==> src/sv/mfdl_pkg.sv <==
package mfdl_pkg;

	// circular store depth, a power of two
	localparam int BUFFER_DEPTH     = 4096;
	localparam int SINE_TABLE_DEPTH = 256;

	localparam int ADDR_W   = $clog2(BUFFER_DEPTH);
	localparam int SINE_W   = $clog2(SINE_TABLE_DEPTH);
	localparam int SAMPLE_W = 24;
	localparam int FRAC_W   = 8;
	localparam int POS_W    = ADDR_W + FRAC_W;
	localparam int DLY_W    = (ADDR_W + 11 > 23) ? ADDR_W + 11 : 23;

	localparam int DLEN_W  = 13;
	localparam int DEPTH_W = 20;
	localparam int STEP_W  = 32;
	localparam int PHASE_W = 32;
	localparam int CFG_W   = 32;

	localparam int MUL_A_W = 25;
	localparam int MUL_B_W = 21;
	localparam int MUL_W   = MUL_A_W + MUL_B_W;

	typedef enum logic [1:0] {
		REG_DELAY_LENGTH = 2'd0,
		REG_MOD_DEPTH    = 2'd1,
		REG_PHASE_STEP   = 2'd2
	} reg_idx_t;

	typedef enum logic {
		MUL_OP_DEPTH  = 1'b0,
		MUL_OP_INTERP = 1'b1
	} mul_op_t;

	typedef logic [SINE_TABLE_DEPTH-1:0][SAMPLE_W-1:0] sine_lut_t;

	localparam logic [63:0] HALF_PI_Q30 = 64'd1686629713;
	localparam logic [63:0] ONE_Q30     = 64'd1073741824;
	localparam logic [63:0] Q23_MAX     = 64'd8388607;

	// quarter-wave folded taylor series, evaluated at elaboration
	function automatic sine_lut_t build_sine_lut();
		sine_lut_t   lut;
		logic [63:0] t;
		logic [63:0] u;
		logic [63:0] a;
		logic [63:0] a2;
		logic [63:0] term;
		logic [63:0] pos;
		logic [63:0] neg;
		logic [63:0] sum;
		logic [63:0] q;
		logic [1:0]  quad;
		for (int k = 0; k < SINE_TABLE_DEPTH; k++) begin
			t    = (64'(k) << 32) / SINE_TABLE_DEPTH;
			quad = t[31:30];
			u    = {34'd0, t[29:0]};
			if (quad[0])
				u = ONE_Q30 - u;
			a    = (u * HALF_PI_Q30) >> 30;
			a2   = (a * a) >> 30;
			term = a;
			pos  = a;
			neg  = 64'd0;
			term = ((term * a2) >> 30) / 6;
			neg  = neg + term;
			term = ((term * a2) >> 30) / 20;
			pos  = pos + term;
			term = ((term * a2) >> 30) / 42;
			neg  = neg + term;
			term = ((term * a2) >> 30) / 72;
			pos  = pos + term;
			term = ((term * a2) >> 30) / 110;
			neg  = neg + term;
			sum  = (pos > neg) ? pos - neg : 64'd0;
			q    = (sum + 64'd64) >> 7;
			if (q > Q23_MAX)
				q = Q23_MAX;
			lut[k] = quad[1] ? SAMPLE_W'(64'd0 - q) : q[SAMPLE_W-1:0];
		end
		return lut;
	endfunction

	localparam sine_lut_t SINE_LUT = build_sine_lut();

endpackage

==> src/sv/mfdl_mul.sv <==
module mfdl_mul import mfdl_pkg::*; (
	input  logic                       clk,
	input  logic                       en,
	input  mul_op_t                    op,
	input  logic signed [SAMPLE_W-1:0] sine,
	input  logic [DEPTH_W-1:0]         depth,
	input  logic signed [MUL_A_W-1:0]  diff,
	input  logic [FRAC_W-1:0]          frac,
	output logic signed [MUL_W-1:0]    prod_q
);

	logic signed [MUL_A_W-1:0] a;
	logic signed [MUL_B_W-1:0] b;

	// one signed multiplier shared by the lfo scaling and the interpolation
	always_comb begin
		unique case (op)
			MUL_OP_DEPTH: begin
				a = MUL_A_W'(sine);
				b = $signed({1'b0, depth});
			end
			MUL_OP_INTERP: begin
				a = diff;
				b = $signed({{(MUL_B_W - FRAC_W){1'b0}}, frac});
			end
			default: begin
				a = '0;
				b = '0;
			end
		endcase
	end

	always_ff @(posedge clk) begin
		if (en)
			prod_q <= a * b;
	end

endmodule

==> config.mk <==
export PLATFORM = sky130hd
export DESIGN_NAME = mfdl_mul
export DESIGN_NICKNAME = d
export VERILOG_FILES = /design/src/sv/mfdl_pkg.sv /design/src/sv/mfdl_mul.sv
export SDC_FILE = /design/constraint.sdc
export NUM_CORES = 1
export LEC_CHECK = 0
export BUFFER_PORTS_ARGS = -buffer_cell sky130_fd_sc_hd__buf_2
export CAP_MARGIN = 30
export CORE_MARGIN = 2
export CORE_UTILIZATION = 35
export CTS_BUF_LIST = sky130_fd_sc_hd__clkbuf_8
export DETAILED_ROUTE_END_ITERATION = 6
export GPL_ROUTABILITY_DRIVEN = 0
export GPL_TIMING_DRIVEN = 0
export PLACE_DENSITY = 0.57
export SETUP_SLACK_MARGIN = 0.5
export SYNTH_ARGS = -nofsm -noshare
export SYNTH_HDL_FRONTEND = slang
export SYNTH_SLANG_ARGS = --single-unit
==> constraint.sdc <==
create_clock -name clk -period 9 [get_ports clk]
set_clock_uncertainty 0.15 [all_clocks]
set_input_delay 0.45 -clock clk [delete_from_list [all_inputs] [get_ports clk]]
set_output_delay 0.45 -clock clk [all_outputs]
set_load 0.03 [all_outputs]
==> results.sh, run 1 <==
export IMPL_wl_per_cell_um=19.58
export IMPL_min_to="prod_q[39]"
export IMPL_syn_area_per_cell_um2=9.501
export IMPL_drt_iter0_markers=1055
export IMPL_vias=14960
export IMPL_port_buffer_count=123
export IMPL_synth_cell_types=67
export IMPL_dr_pass1_iters=5
export IMPL_grt_start_max_net_pins=38
export IMPL_worstPathCellList="buf_2, buf_6, buf_2, a21oi_1, or2_2, fa_1, fa_1, inv_1, fa_1, fa_1, fa_1, fa_1, inv_1, fa_1, inv_1, ha_1, a211oi_1, o21ai_1, a2111oi_0, nor2_1, a31oi_2, o21bai_1, a21oi_2, xnor2_1"
export IMPL_largest_register="prod_q"
export IMPL_cpPeakStageDelay_ns=0.69
export IMPL_arrival_ns=8.20
export IMPL_worstSetupPathType="in2reg"
export IMPL_drc=0
export IMPL_synth_fp_nets=2825
export IMPL_largest_reg_flops=46
export IMPL_finalCritPeriodShare_pct=91.95
export IMPL_dpl_hpwl_mm=52.20
export IMPL_grt_setup_unrepaired="no"
export IMPL_avgViaCountPerCell=4.977
export IMPL_cp_end_kind="flip-flop"
export IMPL_async_flop_share_pct=0
export IMPL_path_common_cell="fa_1"
export IMPL_clockBufferDepth=2
export IMPL_maxCapViolations=0
export IMPL_status="completed"
export IMPL_ys_ff_latch=46
export IMPL_hold_depth=1
export IMPL_most_common_layout_cells="fa_1 (507), inv_1 (506), nand2_1 (193)"
export IMPL_fin_area_um2=21950
export IMPL_finalCriticalPeriod_ns=8.276
export IMPL_yosysSeqAreaShare_pct=6.874
export IMPL_cp_depth=24
export IMPL_final_common_cell="fa_1"
export IMPL_setup_viol=0
export IMPL_die_area_um2=59350
export IMPL_antenna_left=0
export IMPL_syn_to_final_growth_pct=9.228
export IMPL_synth_cells=2115
export IMPL_critPathTopFamily="adder cells"
export IMPL_ys_flop_type="edfxtp_1"
export IMPL_htree_levels=2
export IMPL_yosysWarnings=0
export IMPL_cts_made_buffers=5
export IMPL_hp_class="in2reg"
export IMPL_final_nets=2957
export IMPL_place_area_um2=21690
export IMPL_grtUsageTotal_pct=20.31
export IMPL_clock_fmax_mhz=120.8
export IMPL_slew_viol_final=0
export IMPL_hold_buffers=0
export IMPL_cts_sinks=46
export IMPL_hold_viol=0
export IMPL_synth_area_um2=20090
export IMPL_cp_max_fo=10
export IMPL_grt_pass1_wl_mm=91.39
export IMPL_tightest_slew_ns=0.9874
export IMPL_drive_gt1_share_pct=10.28
export IMPL_cts_root_buf="clkbuf_8"
export IMPL_antenna_found_initial=4
export IMPL_tritoncts="done"
export IMPL_num_io_pins=126
export IMPL_first_global_vias=15975
export IMPL_cp_num_buf_inv=6
export IMPL_startpoint_type="input pin"
export IMPL_cts_setup_buffers=0
export IMPL_die_h_um=243.6
export IMPL_required_ns=8.92
export IMPL_core_area_um2=56600
export IMPL_critPathSlowestCell="a2111oi_0"
export IMPL_wirelength_mm=58.87
export IMPL_die_w_um=243.6
export IMPL_maxSlewHeadroom_pct=32.29
export IMPL_synth_edff_count=46
export IMPL_start_util_pct=35.50
export IMPL_hp_start="en"
export IMPL_grt_overflow_total=0
export IMPL_reg_largest_list="prod_q (46)"
export IMPL_rows=87
export IMPL_path_clk_slew_ns=0.10
-- synth_stat cells (10+ instances only) --
| cell | instances | share of area [%] |
|---|---|---|
| ha_1 | 121 | 7.5 |
| o21ai_0 | 17 | 0.42 |
| nand3_1 | 10 | 0.25 |
| mux2i_1 | 16 | 0.80 |
| clkbuf_1 | 53 | 0.99 |
| inv_1 | 506 | 9.5 |
| xnor2_1 | 34 | 1.5 |
| a21oi_1 | 55 | 1.4 |
| edfxtp_1 | 46 | 6.9 |
| nand2_1 | 193 | 3.6 |
| fa_1 | 509 | 51 |
| nand2b_1 | 15 | 0.47 |
| nor2_1 | 168 | 3.1 |
| nor2b_1 | 35 | 1.1 |
| or2_2 | 27 | 0.84 |
| a21o_1 | 17 | 0.64 |
| and2_1 | 157 | 4.9 |
| xor2_1 | 11 | 0.48 |
-- what timing repair did --
action / in CTS / in global routing
pin swaps: 0 / 0
hold endpoints to repair: 0 / 0
endpoints found under the setup margin: 27 / 15
gates resized for setup: 23 / 37
-- final cells by class --
type                    count  area [um^2]
fillers                  5814        34660
multi-input cells        1497        16660
inverters                 506         1899
flip-flops and latches     46         1381
well taps                 756        945.9
repair buffers            125        650.6
plain buffers              66        316.6
clock buffers               5        68.82
clock inverters             3        25.02
diodes                      2        5.005
-- how the worst max path moves through the flow --
stage                     slack (ns)         end  from
final                           0.72  prod_q[35]    op
after global routing            0.54  prod_q[43]    op
after CTS                       0.51  prod_q[44]    op
after detailed placement       -0.86  prod_q[43]    op
after global placement         -0.83  prod_q[43]    op
after floorplan                 1.37  prod_q[35]    op
-- cell families (layout without fill, tap and decap cells) --
kind of cell / count (synthesis) / after routing / share of synthesized area (%)
multiplexers: 25 / 25 / 1.301
adder cells (fa/ha/maj): 630 / 630 / 58.24
AND/OR/NAND/NOR: 645 / 645 / 15.65
XOR/XNOR: 45 / 45 / 1.961
AO/OA/AOI/OAI: 152 / 152 / 5.162
flip-flops: 46 / 46 / 6.874
buffers and inverters: 572 / 705 / 10.80
other: 0 / 2 / 0
-- per-stage QoR --
step / util [%] / std cells / worst slack (ns) / hold slack [ns] / setup TNS [ns]
floorplan: - / 2115 / 1.372 / 0.4125 / 0
global placement: 38.26 / 2994 / -0.8349 / 0.7808 / -10.17
finish: 38.78 / 3006 / 0.7242 / 0.3746 / 0
CTS: 38.60 / 3004 / 0.5113 / 0.3673 / 0
detailed placement: 38.32 / 2996 / -0.8602 / 0.7218 / -10.97
global route: 38.77 / 3004 / 0.5378 / 0.3656 / 0
-- metal layers --
metal	track usage [%]	routed length, um	vias up
met2	34.52	29440	552
met3	4.913	5108	83
met4	4.448	1323	6
met5	0	46	-
li1	-	-	6525
met1	26.26	22950	7794
Power of run 1 is left out: the tool's default activity adds up to more than one toggle a clock period on the data nets, which glitch-free logic cannot reach.
==> inputs of run 2 (changes only) <==
- BUFFER_PORTS_ARGS: -buffer_cell sky130_fd_sc_hd__buf_2 -> -buffer_cell sky130_fd_sc_hd__clkbuf_2
- CORE_UTILIZATION: 35 -> 63
- GPL_ROUTABILITY_DRIVEN: 0 -> unset
- PLACE_DENSITY: 0.57 -> 0.88
==> run 2 against run 1 <==
- sequential cell count unchanged
- cell count decreased by 12%
- worst setup slack got worse by 0.047 ns
- fmax decreased by 0.57%
- worst hold slack improved by 0.062 ns
- via count increased by 5.2%
- global-route usage increased by 15 points
- utilization increased by 29 points
- sequential share of layout area increased by 0.14 points
- first-iteration DRC count increased by 36%
- non-clock buffer count increased by 1
- wire length decreased by 4.1%
==> results.sh, run 2 (synthesized netlist as in run 1, its figures left out) <==
export IMPL_status="completed"
export IMPL_critical_path_endpoint="prod_q[35]"
export IMPL_avgViaCountPerCell=5.932
export IMPL_start_util_pct=63.84
export IMPL_die_area_um2=33340
export IMPL_place_congestion=0.9740
export IMPL_crit_path_start="op"
export IMPL_holdWs_ns=0.4364
export IMPL_place_area_um2=21240
export IMPL_clock_fmax_mhz=120.1
export IMPL_htree_levels=2
export IMPL_worstSetupPathType="in2reg"
export IMPL_fin_area_um2=21450
export IMPL_first_global_vias=17273
export IMPL_finalCritPeriodShare_pct=92.48
export IMPL_cp_max_fo=10
export IMPL_slew_viol_final=0
export IMPL_cp_end_kind="flip-flop"
export IMPL_grtUsageTotal_pct=35.31
export IMPL_die_h_um=182.6
export IMPL_maxCapViolations=0
export IMPL_cts_setup_buffers=0
export IMPL_rows=65
export IMPL_wl_per_cell_um=21.28
export IMPL_final_nets=2958
export IMPL_dr_pass1_iters=6
export IMPL_cts_root_buf="clkbuf_8"
export IMPL_tightest_slew_ns=0.9071
export IMPL_arrival_ns=8.23
export IMPL_grt_overflow_total=0
export IMPL_path_common_cell="fa_1"
export IMPL_grt_pass1_wl_mm=88.63
export IMPL_die_w_um=182.6
export IMPL_path_clk_slew_ns=0.09
export IMPL_syn_to_final_growth_pct=6.768
export IMPL_antenna_left=0
export IMPL_core_area_um2=31470
export IMPL_setup_viol=0
export IMPL_critPathSlowestCell="a2111oi_0"
export IMPL_tritoncts="done"
export IMPL_largest_reg_flops=46
export IMPL_hp_class="in2reg"
export IMPL_cts_sinks=46
export IMPL_antenna_found_initial=0
export IMPL_maxSlewHeadroom_pct=39.52
export IMPL_fill_cells=2331
export IMPL_wirelength_mm=56.45
export IMPL_cpPeakStageDelay_ns=0.67
export IMPL_port_buffer_count=123
export IMPL_hold_viol=0
export IMPL_grt_start_max_net_pins=37
export IMPL_reg_largest_list="prod_q (46)"
export IMPL_drive_gt1_share_pct=9.827
export IMPL_pre_cts_ws_ns=-0.2657
export IMPL_vias=15732
export IMPL_finalCriticalPeriod_ns=8.323
export IMPL_largest_register="prod_q"
export IMPL_setup_slack_ns=0.6769
export IMPL_num_io_pins=126
export IMPL_required_ns=8.91
export IMPL_most_common_layout_cells="fa_1 (509), inv_1 (506), nand2_1 (193)"
export IMPL_final_common_cell="fa_1"
export IMPL_startpoint_type="input pin"
export IMPL_grt_setup_unrepaired="no"
export IMPL_cts_made_buffers=5
export IMPL_clockBufferDepth=2
export IMPL_dpl_hpwl_mm=49.25
export IMPL_drc=0
export IMPL_drt_iter0_markers=1433
-- run 2: cell types whose count changed in the layout (fill, tap and decap cells not counted), moves of 3 or more --
cell and change:
nor2b_2 -4, nor2b_1 +4, clkbuf_2 +124, clkbuf_1 +3, buf_2 -126, buf_6 -3
-- run 2: per-stage QoR --
| stage | TNS, ns | instances | utilization, % |
|---|---|---|---|
| final | 0 | 2652 | 68.17 |
| after global routing | 0 | 2651 | 68.16 |
| after CTS | 0 | 2650 | 67.85 |
| after detailed placement | -1.295 | 2642 | 67.49 |
| after global placement | -2.341 | 2640 | 67.40 |
| after floorplan | 0 | 2115 | - |
-- run 2: final cells by class --
class | count | area, um^2 | area share (%)
Sequential cell | 46 | 1381 | 6.438
Buffer | 66 | 299.0 | 1.394
Inverter | 506 | 1899 | 8.853
Timing Repair Buffer | 126 | 668.1 | 3.114
Antenna cell | 1 | 2.502 | 0.01166
Clock buffer | 5 | 68.82 | 0.3208
Clock inverter | 3 | 26.28 | 0.1225
Multi-Input combinational cell | 1497 | 16610 | 77.40
Tap cell | 402 | 503.0 | 2.344
-- run 2: timing repair --
action	4_1_cts	5_1_grt
gates cloned	0	0
setup endpoints to repair	15	15
resized for setup	10	28
hold endpoints to repair	0	0
hold buffers	0	0
-- run 2: metal layers --
metal | global-route usage (%) | vias up | part of all wire [%]
met2 | 58.62 | 1004 | 49
met4 | 23.68 | 0 | 8.0
li1 | - | 6534 | -
met5 | 0 | - | 0
met1 | 42.32 | 7876 | 34
met3 | 6.526 | 318 | 9.6
-- run 2: critical path: cells and delay by family --
family          cells  cell delay (ns)
xor+xnor            1             0.08
fa+ha+maj           8             3.81
mux                 1             0.29
buf+inv             9             1.60
simple gates        2             0.32
compound gates      6             1.69
-- run 2: how the worst min path moves through the flow --
stage,endpoint,cells past startpoint,from
6_report,prod_q[43],1,en
2_1_floorplan,prod_q[0],0,en
4_1_cts,prod_q[43],1,en
5_1_grt,prod_q[37],1,en
3_5_place_dp,prod_q[43],1,en
3_3_place_gp,prod_q[22],1,prod_q[22]
Power of run 2 is left out for the same reason.
==> inputs of run 3 (changes only) <==
- BUFFER_PORTS_ARGS: -buffer_cell sky130_fd_sc_hd__clkbuf_2 -> -buffer_cell sky130_fd_sc_hd__buf_2
- CTS_CLUSTER_SIZE: unset -> 30
==> run 3 against run 2 <==
- non-clock buffer count down 1
- global-route usage about the same
- first-iteration DRC count up 5.1%
- worst hold slack worse by 0.041 ns
- cell count about the same
- design area down 0.22%
- wire length down 1.3%
- clock-buffer cell count unchanged
- utilization down 0.15 points
- critical path depth up 1
- die area unchanged
==> results.sh, run 3 (synthesized netlist as in run 1, its figures left out) <==
export IMPL_status="completed"
export IMPL_clock_fmax_mhz=119.1
export IMPL_num_io_pins=126
export IMPL_hold_buffers=0
export IMPL_tightest_slew_ns=0.9758
export IMPL_pre_cts_ws_ns=-0.2357
export IMPL_tritoncts="done"
export IMPL_cts_resized=7
export IMPL_crit_path_start="op"
export IMPL_htree_levels=2
export IMPL_grt_overflow_total=0
export IMPL_slew_viol_final=0
export IMPL_hp_class="in2reg"
export IMPL_cts_sinks=46
export IMPL_final_util_pct=68.01
export IMPL_drt_iter0_markers=1506
export IMPL_grt_start_max_net_pins=47
export IMPL_maxCapViolations=0
export IMPL_dr_pass1_iters=6
export IMPL_cts_root_buf="clkbuf_8"
export IMPL_wirelength_mm=55.72
export IMPL_largest_register="prod_q"
export IMPL_drc=0
export IMPL_maxSlewHeadroom_pct=33.09
export IMPL_required_ns=8.99
export IMPL_reg_largest_list="prod_q (46)"
export IMPL_avgViaCountPerCell=5.892
export IMPL_die_w_um=182.6
export IMPL_antenna_found_initial=1
export IMPL_worstSetupPathType="in2reg"
export IMPL_final_common_cell="fa_1"
export IMPL_antenna_left=0
export IMPL_finalCriticalPeriod_ns=8.393
export IMPL_setup_viol=0
export IMPL_finalCritPeriodShare_pct=93.25
export IMPL_syn_to_final_growth_pct=6.532
export IMPL_cp_end_kind="flip-flop"
export IMPL_core_area_um2=31470
export IMPL_wl_per_cell_um=21.02
export IMPL_grt_pass1_wl_mm=88.52
export IMPL_largest_reg_flops=46
export IMPL_rows=65
export IMPL_first_global_vias=17343
export IMPL_start_util_pct=63.84
export IMPL_final_cells=2650
export IMPL_hold_viol=0
export IMPL_vias=15613
export IMPL_arrival_ns=8.38
export IMPL_startpoint_type="input pin"
export IMPL_hp_start="en"
export IMPL_grt_setup_unrepaired="yes"
export IMPL_cp_max_fo=10
export IMPL_clockBufferDepth=2
export IMPL_dpl_hpwl_mm=48.73
export IMPL_path_clk_slew_ns=0.09
export IMPL_cts_made_buffers=5
export IMPL_dp_cells=2641
export IMPL_setup_slack_ns=0.6071
export IMPL_grtUsageTotal_pct=35.27
export IMPL_die_h_um=182.6
export IMPL_drive_gt1_share_pct=9.564
export IMPL_holdWs_ns=0.3956
export IMPL_most_common_layout_cells="fa_1 (509), inv_1 (506), nand2_1 (193)"
export IMPL_port_buffer_count=123
export IMPL_die_area_um2=33340
export IMPL_cts_setup_buffers=0
export IMPL_num_antenna_cells=0
export IMPL_place_congestion=0.9786
export IMPL_final_nets=2957
## run 3: changes by cell type in the layout (fill, tap and decap cells not counted), moves of 2 or more
cell / previous run / this run
buf_2: 5 / 130
buf_4: 5 / 3
clkbuf_1: 43 / 45
clkbuf_2: 132 / 8
inv_6: 3 / 1
mux2i_1: 6 / 10
mux2i_2: 7 / 3
## run 3: final cells by class
class                      instances  area (um^2)
timing repair buffer             125        643.1
clock buffer                       5        68.82
buffer                            66        289.0
fill                            2314        10070
tap                              402        503.0
clock inverter                     3        28.78
inverter                         506         1899
multi-input combinational       1497        16590
sequential                        46         1381
## run 3: final timing paths
path	endpoint	slack (ns)	cells past startpoint
max	prod_q[43]	0.61	28
min	prod_q[40]	0.40	1
## run 3: through the flow
| step | cell area (um^2) | TNS (ns) |
|---|---|---|
| after floorplan | 20090 | 0 |
| after global placement | 21210 | -1.789 |
| after detailed placement | 21220 | -0.9846 |
| after CTS | 21330 | 0 |
| after global routing | 21410 | 0 |
| final | 21410 | 0 |
## run 3: worst max-delay path, cell delays in order
cell,delay (ns)
clkbuf_2,0.27
clkbuf_4,0.33
clkbuf_4,0.34
buf_2,0.36
mux2i_2,0.46
nor2_1,0.13
fa_1,0.44
fa_1,0.55
inv_1,0.05
fa_1,0.48
inv_1,0.06
fa_1,0.50
inv_1,0.05
fa_1,0.54
inv_1,0.05
fa_1,0.48
inv_1,0.05
fa_1,0.50
inv_1,0.05
ha_1,0.37
nand4_1,0.13
o211ai_1,0.23
nor2b_1,0.14
a21o_1,0.21
a211oi_2,0.37
o2111ai_1,0.27
and2_4,0.23
o311ai_4,0.25
## run 3: layer usage
layer  share of wire, %  vias up  routed length, um  track usage, %
met2                 49     1000              27500           58.62
met1                 32     7796              18040           41.84
li1                   -     6529                  -               -
met5                  0        -                  0               0
met3                 11      288               6106           8.721
met4                7.3        0               4070           20.97
Power of run 3 is left out for the same reason.
